[src/design/cph_pkg.sv]
package cph_pkg;

	localparam int MSG_BYTES = 15;
	localparam int MSG_BITS = 8 * MSG_BYTES;
	localparam logic [7:0] CRC_POLY = 8'h07;

	localparam int QUEUE_DEPTH = 2;
	localparam int QUEUE_PTR_W = $clog2(QUEUE_DEPTH);
	localparam int QUEUE_CNT_W = $clog2(QUEUE_DEPTH + 1);

	localparam logic [7:0] BYTE_CMD = 8'hC0;
	localparam logic [7:0] BYTE_DATA = 8'hD0;
	localparam logic [7:0] BYTE_RESEND = 8'hEF;
	localparam logic [7:0] BYTE_REPORT = 8'hE0;
	localparam logic [7:0] BYTE_REPORT_SUB = 8'h10;

	localparam logic [7:0] SUB_PING = 8'h01;
	localparam logic [7:0] SUB_STATUS = 8'h10;
	localparam logic [7:0] SUB_PUNCH = 8'h11;
	localparam logic [7:0] SUB_LINK_SER = 8'h20;
	localparam logic [7:0] SUB_LINK_WIFI = 8'h21;
	localparam logic [7:0] SUB_SER_OFF = 8'h30;
	localparam logic [7:0] SUB_WIFI_OFF = 8'h31;
	localparam logic [7:0] SUB_DATA_START = 8'hA0;
	localparam logic [7:0] SUB_DATA_END = 8'hA1;

	localparam logic [7:0] COLUMN_MAX = 8'd29;

	localparam logic [7:0] ST_IDLE = 8'h10;
	localparam logic [7:0] ST_DATA = 8'h01;
	localparam logic [7:0] ST_PUNCH = 8'h11;

	typedef enum logic [2:0] {
		ACT_SERIAL = 3'd0,
		ACT_WIFI = 3'd1,
		ACT_SET_STATUS = 3'd2,
		ACT_DIS_SERIAL = 3'd3,
		ACT_DIS_WIFI = 3'd4
	} act_t;

	typedef enum logic [1:0] {
		HEAD_CMD,
		HEAD_DATA,
		HEAD_RESEND,
		HEAD_OTHER
	} head_t;

	typedef enum logic [3:0] {
		CMD_PING,
		CMD_STATUS,
		CMD_PUNCH,
		CMD_LINK_SER,
		CMD_LINK_WIFI,
		CMD_SER_OFF,
		CMD_WIFI_OFF,
		CMD_DATA_START,
		CMD_DATA_END,
		CMD_OTHER
	} cmd_t;

	typedef enum logic [3:0] {
		K_CRC = 4'd0,
		K_OK = 4'd1,
		K_SER_OFF = 4'd2,
		K_WIFI_OFF = 4'd3,
		K_UNKNOWN = 4'd4,
		K_STATUS = 4'd5,
		K_RANGE = 4'd6,
		K_DATA_OFF = 4'd7,
		K_NO_HOLES = 4'd8
	} resp_kind_t;

	typedef struct packed {
		act_t act;
		logic crc_ok;
		head_t head;
		cmd_t cmd;
		logic col_ok;
		logic [4:0] column;
		logic [63:0] position;
		logic [7:0] status;
	} entry_t;

	typedef logic [MSG_BITS-1:0][7:0] crc_cols_t;

	// CRC contribution of a message with only bit p set (bit MSG_BITS-1 goes in first)
	function automatic logic [7:0] crc8_col(int p);
		logic [7:0] c;
		logic fb;
		c = 8'h00;
		for (int i = MSG_BITS - 1; i >= 0; i--) begin
			fb = c[7] ^ (i == p);
			c = {c[6:0], 1'b0} ^ (fb ? CRC_POLY : 8'h00);
		end
		return c;
	endfunction

	function automatic crc_cols_t crc8_cols();
		crc_cols_t t;
		for (int p = 0; p < MSG_BITS; p++) begin
			t[p] = crc8_col(p);
		end
		return t;
	endfunction

	localparam crc_cols_t CRC_COLS = crc8_cols();

	// CRC is linear with zero init: XOR the columns of the set bits
	function automatic logic [7:0] crc8_msg(logic [MSG_BITS-1:0] m);
		logic [7:0] c;
		c = 8'h00;
		for (int p = 0; p < MSG_BITS; p++) begin
			c = c ^ (m[p] ? CRC_COLS[p] : 8'h00);
		end
		return c;
	endfunction

	function automatic logic [7:0] report_crc(logic [7:0] status);
		return crc8_msg({BYTE_REPORT, BYTE_REPORT_SUB, status, {(MSG_BITS - 24){1'b0}}});
	endfunction

endpackage

[src/design/cph_front.sv]
module cph_front (
	input  logic                 clk,
	input  logic                 arst_n,
	input  logic                 in_valid,
	output logic                 in_stall,
	input  logic [2:0]           action,
	input  logic [7:0]           head_byte,
	input  logic [7:0]           sub_byte,
	input  logic [63:0]          position_bytes,
	input  logic [39:0]          tail_bytes,
	input  logic [7:0]           check_byte,
	input  logic [7:0]           new_status,
	input  logic                 queue_full,
	output logic                 push_valid,
	output cph_pkg::entry_t      push_entry
);

	logic [cph_pkg::MSG_BITS-1:0] msg;
	logic keep;
	cph_pkg::entry_t entry;
	logic valid_s1;
	cph_pkg::entry_t entry_s1;

	always_comb begin
		msg = '0;
		msg[cph_pkg::MSG_BITS-1 -: 8] = head_byte;
		msg[cph_pkg::MSG_BITS-9 -: 8] = sub_byte;
		for (int i = 0; i < 8; i++) begin
			msg[cph_pkg::MSG_BITS-17-8*i -: 8] = position_bytes[8*i +: 8];
		end
		for (int i = 0; i < 5; i++) begin
			msg[39-8*i -: 8] = tail_bytes[8*i +: 8];
		end
	end

	always_comb begin
		case (cph_pkg::act_t'(action))
			cph_pkg::ACT_SERIAL, cph_pkg::ACT_WIFI, cph_pkg::ACT_SET_STATUS,
			cph_pkg::ACT_DIS_SERIAL, cph_pkg::ACT_DIS_WIFI: keep = 1'b1;
			default: keep = 1'b0;
		endcase
	end

	always_comb begin
		entry.act = cph_pkg::act_t'(action);
		entry.crc_ok = (cph_pkg::crc8_msg(msg) == check_byte);
		entry.col_ok = (sub_byte <= cph_pkg::COLUMN_MAX);
		entry.column = sub_byte[4:0];
		entry.position = position_bytes;
		entry.status = new_status;
		case (head_byte)
			cph_pkg::BYTE_CMD: entry.head = cph_pkg::HEAD_CMD;
			cph_pkg::BYTE_DATA: entry.head = cph_pkg::HEAD_DATA;
			cph_pkg::BYTE_RESEND: entry.head = cph_pkg::HEAD_RESEND;
			default: entry.head = cph_pkg::HEAD_OTHER;
		endcase
		case (sub_byte)
			cph_pkg::SUB_PING: entry.cmd = cph_pkg::CMD_PING;
			cph_pkg::SUB_STATUS: entry.cmd = cph_pkg::CMD_STATUS;
			cph_pkg::SUB_PUNCH: entry.cmd = cph_pkg::CMD_PUNCH;
			cph_pkg::SUB_LINK_SER: entry.cmd = cph_pkg::CMD_LINK_SER;
			cph_pkg::SUB_LINK_WIFI: entry.cmd = cph_pkg::CMD_LINK_WIFI;
			cph_pkg::SUB_SER_OFF: entry.cmd = cph_pkg::CMD_SER_OFF;
			cph_pkg::SUB_WIFI_OFF: entry.cmd = cph_pkg::CMD_WIFI_OFF;
			cph_pkg::SUB_DATA_START: entry.cmd = cph_pkg::CMD_DATA_START;
			cph_pkg::SUB_DATA_END: entry.cmd = cph_pkg::CMD_DATA_END;
			default: entry.cmd = cph_pkg::CMD_OTHER;
		endcase
	end

	assign in_stall = valid_s1 && queue_full;
	assign push_valid = valid_s1 && !queue_full;
	assign push_entry = entry_s1;

	// drop unused actions here; they leave no trace
	always_ff @(posedge clk or negedge arst_n) begin
		if (!arst_n) begin
			valid_s1 <= 1'b0;
		end else if (!in_stall) begin
			valid_s1 <= in_valid && keep;
		end
	end

	always_ff @(posedge clk) begin
		if (in_valid && !in_stall) begin
			entry_s1 <= entry;
		end
	end

endmodule

[src/design/cph_queue.sv]
module cph_queue (
	input  logic                 clk,
	input  logic                 arst_n,
	input  logic                 push,
	input  cph_pkg::entry_t      push_entry,
	output logic                 full,
	input  logic                 pop,
	output logic                 not_empty,
	output cph_pkg::entry_t      pop_entry
);

	cph_pkg::entry_t mem_q [cph_pkg::QUEUE_DEPTH];
	logic [cph_pkg::QUEUE_PTR_W-1:0] wr_ptr_q;
	logic [cph_pkg::QUEUE_PTR_W-1:0] rd_ptr_q;
	logic [cph_pkg::QUEUE_CNT_W-1:0] count_q;

	assign full = (count_q == cph_pkg::QUEUE_CNT_W'(cph_pkg::QUEUE_DEPTH));
	assign not_empty = (count_q != '0);
	assign pop_entry = mem_q[rd_ptr_q];

	always_ff @(posedge clk or negedge arst_n) begin
		if (!arst_n) begin
			wr_ptr_q <= '0;
			rd_ptr_q <= '0;
			count_q <= '0;
		end else begin
			if (push) begin
				wr_ptr_q <= wr_ptr_q + cph_pkg::QUEUE_PTR_W'(1);
			end
			if (pop) begin
				rd_ptr_q <= rd_ptr_q + cph_pkg::QUEUE_PTR_W'(1);
			end
			case ({push, pop})
				2'b10: count_q <= count_q + cph_pkg::QUEUE_CNT_W'(1);
				2'b01: count_q <= count_q - cph_pkg::QUEUE_CNT_W'(1);
				default: count_q <= count_q;
			endcase
		end
	end

	always_ff @(posedge clk) begin
		if (push) begin
			mem_q[wr_ptr_q] <= push_entry;
		end
	end

endmodule

[src/design/cph_back.sv]
module cph_back #(
	parameter logic [10:0] HOLE_CAP = 11'd1024
) (
	input  logic                 clk,
	input  logic                 arst_n,
	input  logic                 q_valid,
	input  cph_pkg::entry_t      q_entry,
	output logic                 q_pop,
	output logic                 out_valid,
	input  logic                 out_stall,
	output logic [3:0]           response_kind,
	output logic [7:0]           report_status,
	output logic [7:0]           report_check,
	output logic                 hole_valid,
	output logic [4:0]           hole_column,
	output logic [63:0]          hole_position,
	output logic                 punch_start,
	output logic [10:0]          punch_hole_total
);

	logic ser_q;
	logic wifi_q;
	logic [7:0] status_q;
	logic [10:0] holes_q;
	cph_pkg::resp_kind_t saved_kind_q;
	logic [7:0] saved_status_q;
	logic [7:0] saved_check_q;
	logic out_valid_q;

	logic take;
	logic ser_n;
	logic wifi_n;
	logic [7:0] status_n;
	logic [10:0] holes_n;
	logic res;
	logic save;
	logic rep;
	logic hole;
	logic punch;
	logic resend;
	logic is_serial;
	cph_pkg::resp_kind_t kind;
	logic [7:0] rep_status;
	logic [7:0] rep_check;

	assign take = q_valid && (!out_valid_q || !out_stall);
	assign q_pop = take;
	assign out_valid = out_valid_q;
	assign is_serial = (q_entry.act == cph_pkg::ACT_SERIAL);

	always_comb begin
		ser_n = ser_q;
		wifi_n = wifi_q;
		status_n = status_q;
		holes_n = holes_q;
		res = 1'b0;
		save = 1'b0;
		rep = 1'b0;
		hole = 1'b0;
		punch = 1'b0;
		resend = 1'b0;
		kind = cph_pkg::K_CRC;
		if (take) begin
			case (q_entry.act)
				cph_pkg::ACT_SET_STATUS: status_n = q_entry.status;
				cph_pkg::ACT_DIS_SERIAL: ser_n = 1'b0;
				cph_pkg::ACT_DIS_WIFI: wifi_n = 1'b0;
				cph_pkg::ACT_SERIAL, cph_pkg::ACT_WIFI: begin
					res = 1'b1;
					if (!q_entry.crc_ok) begin
						kind = cph_pkg::K_CRC;
					end else if (is_serial && q_entry.head == cph_pkg::HEAD_CMD
						&& q_entry.cmd == cph_pkg::CMD_LINK_SER) begin
						ser_n = 1'b1;
						wifi_n = 1'b0;
						kind = cph_pkg::K_OK;
					end else if (is_serial && !ser_q) begin
						kind = cph_pkg::K_SER_OFF;
					end else if (!is_serial && !ser_q && q_entry.head == cph_pkg::HEAD_CMD
						&& q_entry.cmd == cph_pkg::CMD_LINK_WIFI) begin
						wifi_n = 1'b1;
						kind = cph_pkg::K_OK;
					end else if (!is_serial && !wifi_q) begin
						kind = cph_pkg::K_WIFI_OFF;
					end else begin
						case (q_entry.head)
							cph_pkg::HEAD_CMD: begin
								case (q_entry.cmd)
									cph_pkg::CMD_PING: kind = cph_pkg::K_OK;
									cph_pkg::CMD_STATUS: rep = 1'b1;
									cph_pkg::CMD_PUNCH: begin
										if (status_q == cph_pkg::ST_IDLE && holes_q == '0) begin
											kind = cph_pkg::K_NO_HOLES;
											save = 1'b1;
										end else begin
											if (status_q == cph_pkg::ST_IDLE) begin
												status_n = cph_pkg::ST_PUNCH;
												punch = 1'b1;
											end
											rep = 1'b1;
										end
									end
									cph_pkg::CMD_SER_OFF: begin
										ser_n = 1'b0;
										kind = cph_pkg::K_OK;
									end
									cph_pkg::CMD_WIFI_OFF: begin
										wifi_n = 1'b0;
										kind = cph_pkg::K_OK;
									end
									cph_pkg::CMD_DATA_START: begin
										if (status_q == cph_pkg::ST_IDLE) begin
											status_n = cph_pkg::ST_DATA;
										end
										rep = 1'b1;
									end
									cph_pkg::CMD_DATA_END: begin
										if (status_q == cph_pkg::ST_DATA) begin
											status_n = cph_pkg::ST_IDLE;
										end
										rep = 1'b1;
									end
									default: begin
										kind = cph_pkg::K_UNKNOWN;
										save = 1'b1;
									end
								endcase
							end
							cph_pkg::HEAD_DATA: begin
								save = 1'b1;
								if (status_q != cph_pkg::ST_DATA) begin
									kind = cph_pkg::K_DATA_OFF;
								end else if (!q_entry.col_ok) begin
									kind = cph_pkg::K_RANGE;
								end else begin
									// saturate: a hole past the cap still counts as accepted
									if (holes_q < HOLE_CAP) begin
										holes_n = holes_q + 11'd1;
									end
									hole = 1'b1;
									kind = cph_pkg::K_OK;
								end
							end
							cph_pkg::HEAD_RESEND: resend = 1'b1;
							default: begin
								kind = cph_pkg::K_UNKNOWN;
								save = 1'b1;
							end
						endcase
					end
					if (rep) begin
						kind = cph_pkg::K_STATUS;
						save = 1'b1;
					end
				end
				default: ;
			endcase
		end
	end

	assign rep_status = rep ? status_n : 8'h00;
	assign rep_check = rep ? cph_pkg::report_crc(status_n) : 8'h00;

	always_ff @(posedge clk or negedge arst_n) begin
		if (!arst_n) begin
			ser_q <= 1'b0;
			wifi_q <= 1'b0;
			status_q <= cph_pkg::ST_IDLE;
			holes_q <= '0;
			saved_kind_q <= cph_pkg::K_CRC;
			saved_status_q <= 8'h00;
			saved_check_q <= 8'h00;
			out_valid_q <= 1'b0;
		end else begin
			ser_q <= ser_n;
			wifi_q <= wifi_n;
			status_q <= status_n;
			holes_q <= holes_n;
			if (save) begin
				saved_kind_q <= kind;
				saved_status_q <= rep_status;
				saved_check_q <= rep_check;
			end
			if (!out_valid_q || !out_stall) begin
				out_valid_q <= take && res;
			end
		end
	end

	always_ff @(posedge clk) begin
		if (take && res) begin
			response_kind <= resend ? saved_kind_q : kind;
			report_status <= resend ? saved_status_q : rep_status;
			report_check <= resend ? saved_check_q : rep_check;
			hole_valid <= hole;
			hole_column <= hole ? q_entry.column : 5'd0;
			hole_position <= hole ? q_entry.position : 64'd0;
			punch_start <= punch;
			punch_hole_total <= punch ? holes_q : 11'd0;
		end
	end

endmodule

[src/design/crc_checked_command_packet_handler_core.sv]
// Channel  Direction  Handshake            Payload
// input    in         in_valid / in_stall  action, head_byte, sub_byte, position_bytes,
//                                          tail_bytes, check_byte, new_status
// result   out        out_valid / out_stall response_kind, report_status, report_check,
//                                          hole_valid, hole_column, hole_position,
//                                          punch_start, punch_hole_total
//
// One item per cycle sustained while out_stall stays low; a packet's result passes through
// the CRC and decode register, the two-entry queue, and the execute and output register.
// Link, status and hole-count updates occur in the execute stage, one item per unstalled cycle.
// Reset is asynchronous and clears control state; no clearing pass is needed.
// A stalled output holds the back end; the queue then absorbs up to two items before
// in_stall rises.
module crc_checked_command_packet_handler_core #(
	parameter int MAX_HOLES = 1024
) (
	input  logic         clk,
	input  logic         arst_n,
	input  logic         in_valid,
	output logic         in_stall,
	input  logic [2:0]   action,
	input  logic [7:0]   head_byte,
	input  logic [7:0]   sub_byte,
	input  logic [63:0]  position_bytes,
	input  logic [39:0]  tail_bytes,
	input  logic [7:0]   check_byte,
	input  logic [7:0]   new_status,
	output logic         out_valid,
	input  logic         out_stall,
	output logic [3:0]   response_kind,
	output logic [7:0]   report_status,
	output logic [7:0]   report_check,
	output logic         hole_valid,
	output logic [4:0]   hole_column,
	output logic [63:0]  hole_position,
	output logic         punch_start,
	output logic [10:0]  punch_hole_total
);

	localparam logic [10:0] HOLE_CAP = (MAX_HOLES > 2047) ? 11'd2047 : 11'(MAX_HOLES);

	logic push_valid;
	cph_pkg::entry_t push_entry;
	logic queue_full;
	logic q_valid;
	logic q_pop;
	cph_pkg::entry_t q_entry;

	cph_front u_front (
		.clk            (clk),
		.arst_n         (arst_n),
		.in_valid       (in_valid),
		.in_stall       (in_stall),
		.action         (action),
		.head_byte      (head_byte),
		.sub_byte       (sub_byte),
		.position_bytes (position_bytes),
		.tail_bytes     (tail_bytes),
		.check_byte     (check_byte),
		.new_status     (new_status),
		.queue_full     (queue_full),
		.push_valid     (push_valid),
		.push_entry     (push_entry)
	);

	cph_queue u_queue (
		.clk        (clk),
		.arst_n     (arst_n),
		.push       (push_valid),
		.push_entry (push_entry),
		.full       (queue_full),
		.pop        (q_pop),
		.not_empty  (q_valid),
		.pop_entry  (q_entry)
	);

	cph_back #(
		.HOLE_CAP (HOLE_CAP)
	) u_back (
		.clk              (clk),
		.arst_n           (arst_n),
		.q_valid          (q_valid),
		.q_entry          (q_entry),
		.q_pop            (q_pop),
		.out_valid        (out_valid),
		.out_stall        (out_stall),
		.response_kind    (response_kind),
		.report_status    (report_status),
		.report_check     (report_check),
		.hole_valid       (hole_valid),
		.hole_column      (hole_column),
		.hole_position    (hole_position),
		.punch_start      (punch_start),
		.punch_hole_total (punch_hole_total)
	);

`ifndef SYNTHESIS
	a_status_check: assert property (@(posedge clk) disable iff (!arst_n)
		out_valid && response_kind == cph_pkg::K_STATUS
		|-> report_check == cph_pkg::report_crc(report_status))
		else $error("status report carries a wrong check byte");

	a_hole_result: assert property (@(posedge clk) disable iff (!arst_n)
		out_valid && hole_valid
		|-> response_kind == cph_pkg::K_OK && {3'b000, hole_column} <= cph_pkg::COLUMN_MAX
			&& !punch_start)
		else $error("accepted hole with a bad response");

	a_punch_result: assert property (@(posedge clk) disable iff (!arst_n)
		out_valid && punch_start
		|-> response_kind == cph_pkg::K_STATUS && report_status == cph_pkg::ST_PUNCH
			&& punch_hole_total != 11'd0 && punch_hole_total <= HOLE_CAP)
		else $error("punch start without holes or punching status");
`endif

endmodule
[config.mk]
export PLATFORM = sky130hd
export DESIGN_NAME = crc_checked_command_packet_handler_core
export DESIGN_NICKNAME = d
export VERILOG_FILES = /design/src/design/cph_pkg.sv /design/src/design/cph_front.sv /design/src/design/cph_queue.sv /design/src/design/cph_back.sv /design/src/design/crc_checked_command_packet_handler_core.sv
export SDC_FILE = /design/constraint.sdc
export NUM_CORES = 1
export LEC_CHECK = 0
export BUFFER_PORTS_ARGS = -buffer_cell sky130_fd_sc_hd__clkbuf_2
export CELL_PAD_IN_SITES_DETAIL_PLACEMENT = 1
export CELL_PAD_IN_SITES_GLOBAL_PLACEMENT = 1
export CORE_MARGIN = 4
export CORE_UTILIZATION = 52
export DETAILED_ROUTE_END_ITERATION = 10
export GPL_ROUTABILITY_DRIVEN = 0
export GPL_TIMING_DRIVEN = 0
export HOLD_SLACK_MARGIN = 0.12
export PLACE_DENSITY = 0.87
export SLEW_MARGIN = 10
export SYNTH_ARGS = -nofsm -noshare
export SYNTH_HDL_FRONTEND = slang
export SYNTH_SLANG_ARGS = --single-unit
[constraint.sdc]
create_clock -name clk -period 12.7 [get_ports clk]
set_input_delay 1.27 -clock clk [delete_from_list [all_inputs] [get_ports clk]]
set_output_delay 1.27 -clock clk [all_outputs]
set_load 0.1 [all_outputs]
==> flow_summary.toml <==
[status]
status = "finished, final reports clean"

[logic_synthesis]
ys_seq_area_frac = 0.673
syn_area_per_cell_um2 = 15.4
synth_flop_cell = "edfxtp_1"
synthArstFlopShare = 0.114
netlist_instances = 1173
syn_nets = 1319
synth_cell_types = 81
synthesis.area_mm2 = 0.0181
synth_edf_count = 366
synth_seq_cells = 413
yosys_warnings = 0

[power_and_ir_drop]
power_per_cell_area_mw_per_mm2 = 239
p_leak_nw = 8.38
irDropWorstVdd_uv = 163

[sta]
finalSetupTns_ns = 0
fmax_ghz = 0.239
period_share = 0.330
finClkSkew_ns = 0.0208
hold_violations = 0
layout_min_cycle_time_ns = 4.19
rsz0062_at_grt = "no"
tightestPinTransition_ns = 0.943
setup_viol = 0
drv_slew = 0
slew_headroom = 0.366

[global_route]
busiest_layer = "met2"
met2_usage = 0.457
use_met3 = 0.0539
grt_usage = 0.256
antenna_found_initial = 5
grt_pass1_vias = 12000
grtUsageMet1 = 0.303
grt_pass1_wl_um = 73100
grt_max_degree = 64
grt_overflow = 0

[routing]
wire_per_inst_um = 24.9
drt-total-wl_um = 48600
drt-initial-drc-count = 813
detail-route-antenna-nets = 0
viasPerCell = 5.57
dr_total_vias = 10900
drc_errors = 0
drtPass1Iterations = 5

[critical_path]
critPathLaunchType = "input port"
crit_buf_inv = 3
path_cells = "clkbuf_2 -> a2bb2oi_2 -> o21ai_0 -> inv_6 -> buf_16 -> nand2_1 -> nor2_1 -> nand2_1 -> nor3_1 -> and2_1"
cpLargestDelayFamily = "simple AND/OR/NAND/NOR gates"
critPathMaxFanout = 63
arrival_ns = 4.57
critPathKind = "input port to register"
crit_slowest_cell = "nor3_1"
crit_top_cell = "nand2_1"
required_ns = 13.09
slowest_delay_ns = 0.75
end_kind = "register"

[cells_and_area]
final_cell_mix = "edfxtp_1, clkbuf_2, xnor2_1"
final_nets = 1615
area_growth_pct = 18.1
final_util = 0.620
layout-drive-gt1-share = 0.235
final_common_cell = "edfxtp_1"
design_area_mm2 = 0.0214

[clock_tree]
ctsResizeCount = 0
cts_buffers = 43
clk_latency_ns = 0.54
cts_root_buffer = "clkbuf_16"
cts_tree = "built"
clock_sinks = 413
clk_pin_slew_worst_paths_ns = 0.06
post_cts_buffers = 0
h-tree-depth = 2
hold_buffers = 0
cts_buffer_depth = 3

[placement]
hpwl_um = 35700
place_area_mm2 = 0.0200
port_buffers = 245

[floorplanning]
die_h_um = 194
ios = 247
num_rows = 68
initial_core_util = 0.525
core_mm2 = 0.0345
die-width_um = 194
die_area_mm2 = 0.0378

[hold_path]
hp-class = "register to register"

[run]
drv_cap = 0
report_power, final:
part / switching [mW] / internal (mW)
sequential: 0.110 / 1.80
combinational: 1.35 / 0.666
clock: 0.499 / 0.684
layer usage:
layer	up-vias	share of wire	routed length, um
met5	-	0.00027	13
met4	2	0.041	1990
met3	116	0.066	3220
met2	447	0.52	25300
met1	5469	0.37	18100
li1	4856	-	-
through the flow:
step	hold slack [ns]	power (mW)	setup slack [ns]	instances
2_1_floorplan	0.421	3.47	7.54	1173
3_3_place_gp	0.422	3.84	5.70	1873
3_5_place_dp	0.431	3.94	7.95	1879
4_1_cts	0.444	5.14	8.48	1952
5_1_grt	0.454	5.31	8.24	1953
6_report	0.446	5.11	8.51	1956
registers in the layout (all words and copies together) (netlist names), 8 cells and up:
name / flops
u_back.report_check: 8
u_back.saved_status_q: 8
u_back.report_status: 8
u_back.status_q: 8
u_front.push_entry: 88
u_back.hole_position: 64
u_back.saved_check_q: 8
u_back.punch_hole_total: 11
u_queue.mem_q: 176
u_back.holes_q: 11
cell type report:
cell class	count	area (um2)
Sequential cell	413	12200
Tap cell	455	569
Antenna cell	4	10.0
Multi-Input combinational cell	715	5720
Fill cell	3260	13100
Clock buffer	54	1200
Buffer	29	143
Inverter	16	65.1
Timing Repair Buffer	251	1370
Clock inverter	19	108
cells in the mapped netlist, drive strengths merged, types with 2 or more instances:
library cell / count / area share
xor2: 48 / 0.023
edfxtp: 366 / 0.61
a21oi: 15 / 0.0044
nand2: 48 / 0.010
nand3b: 2 / 0.00083
and4b: 2 / 0.0011
mux2: 11 / 0.0073
a21bo: 2 / 0.0011
nor2: 102 / 0.022
and2: 13 / 0.0045
xnor2: 209 / 0.10
or4: 3 / 0.0012
o22ai: 2 / 0.00069
nand2b: 6 / 0.0021
nand3: 15 / 0.0042
buf: 7 / 0.0033
o32ai: 2 / 0.00097
a31o: 2 / 0.00097
nor3: 11 / 0.0039
dfrtp: 46 / 0.064
a21o: 17 / 0.0071
a31oi: 2 / 0.00069
or3: 3 / 0.0010
nor3b: 5 / 0.0030
inv: 16 / 0.0033
nand4b: 3 / 0.0023
nand4: 3 / 0.0010
a2bb2oi: 2 / 0.0013
nor4: 8 / 0.0028
ha: 3 / 0.0021
mux2i: 85 / 0.050
o311ai: 4 / 0.0029
and3: 7 / 0.0024
xnor3: 21 / 0.026
or2: 3 / 0.0010
and3b: 3 / 0.0015
and4: 3 / 0.0015
o21ai: 30 / 0.0089
clkbuf: 22 / 0.0046
final timing paths:
kind	cells past startpoint	slack, ns	start	endpoint
worst max-delay path	10	8.51	out_stall	u_back.punch_hole_total[6]
worst min-delay path	0	0.45	u_front.push_entry[0]	u_queue.mem_q[0][0]
worst max register to register	11	8.75	u_queue.rd_ptr_q	u_back.holes_q[8]
worst min register to register	0	0.45	u_front.push_entry[0]	u_queue.mem_q[0][0]
max in group asynchronous	1	11.50	arst_n	u_back.saved_status_q[7]
min in group asynchronous	1	0.76	arst_n	u_back.holes_q[7]
logic make-up (layout without fill, tap and decap cells):
group / Yosys count / in the layout / share of synthesized area
fa+ha+maj: 3 / 3 / 0.00208
buf+inv: 45 / 369 / 0.0112
compound gates: 93 / 93 / 0.0365
other cells: 0 / 4 / 0
simple gates: 244 / 244 / 0.0683
mux: 96 / 96 / 0.0568
flops: 413 / 413 / 0.673
xor+xnor: 279 / 279 / 0.152
No activity file was read; power rests on OpenSTA's default activity.
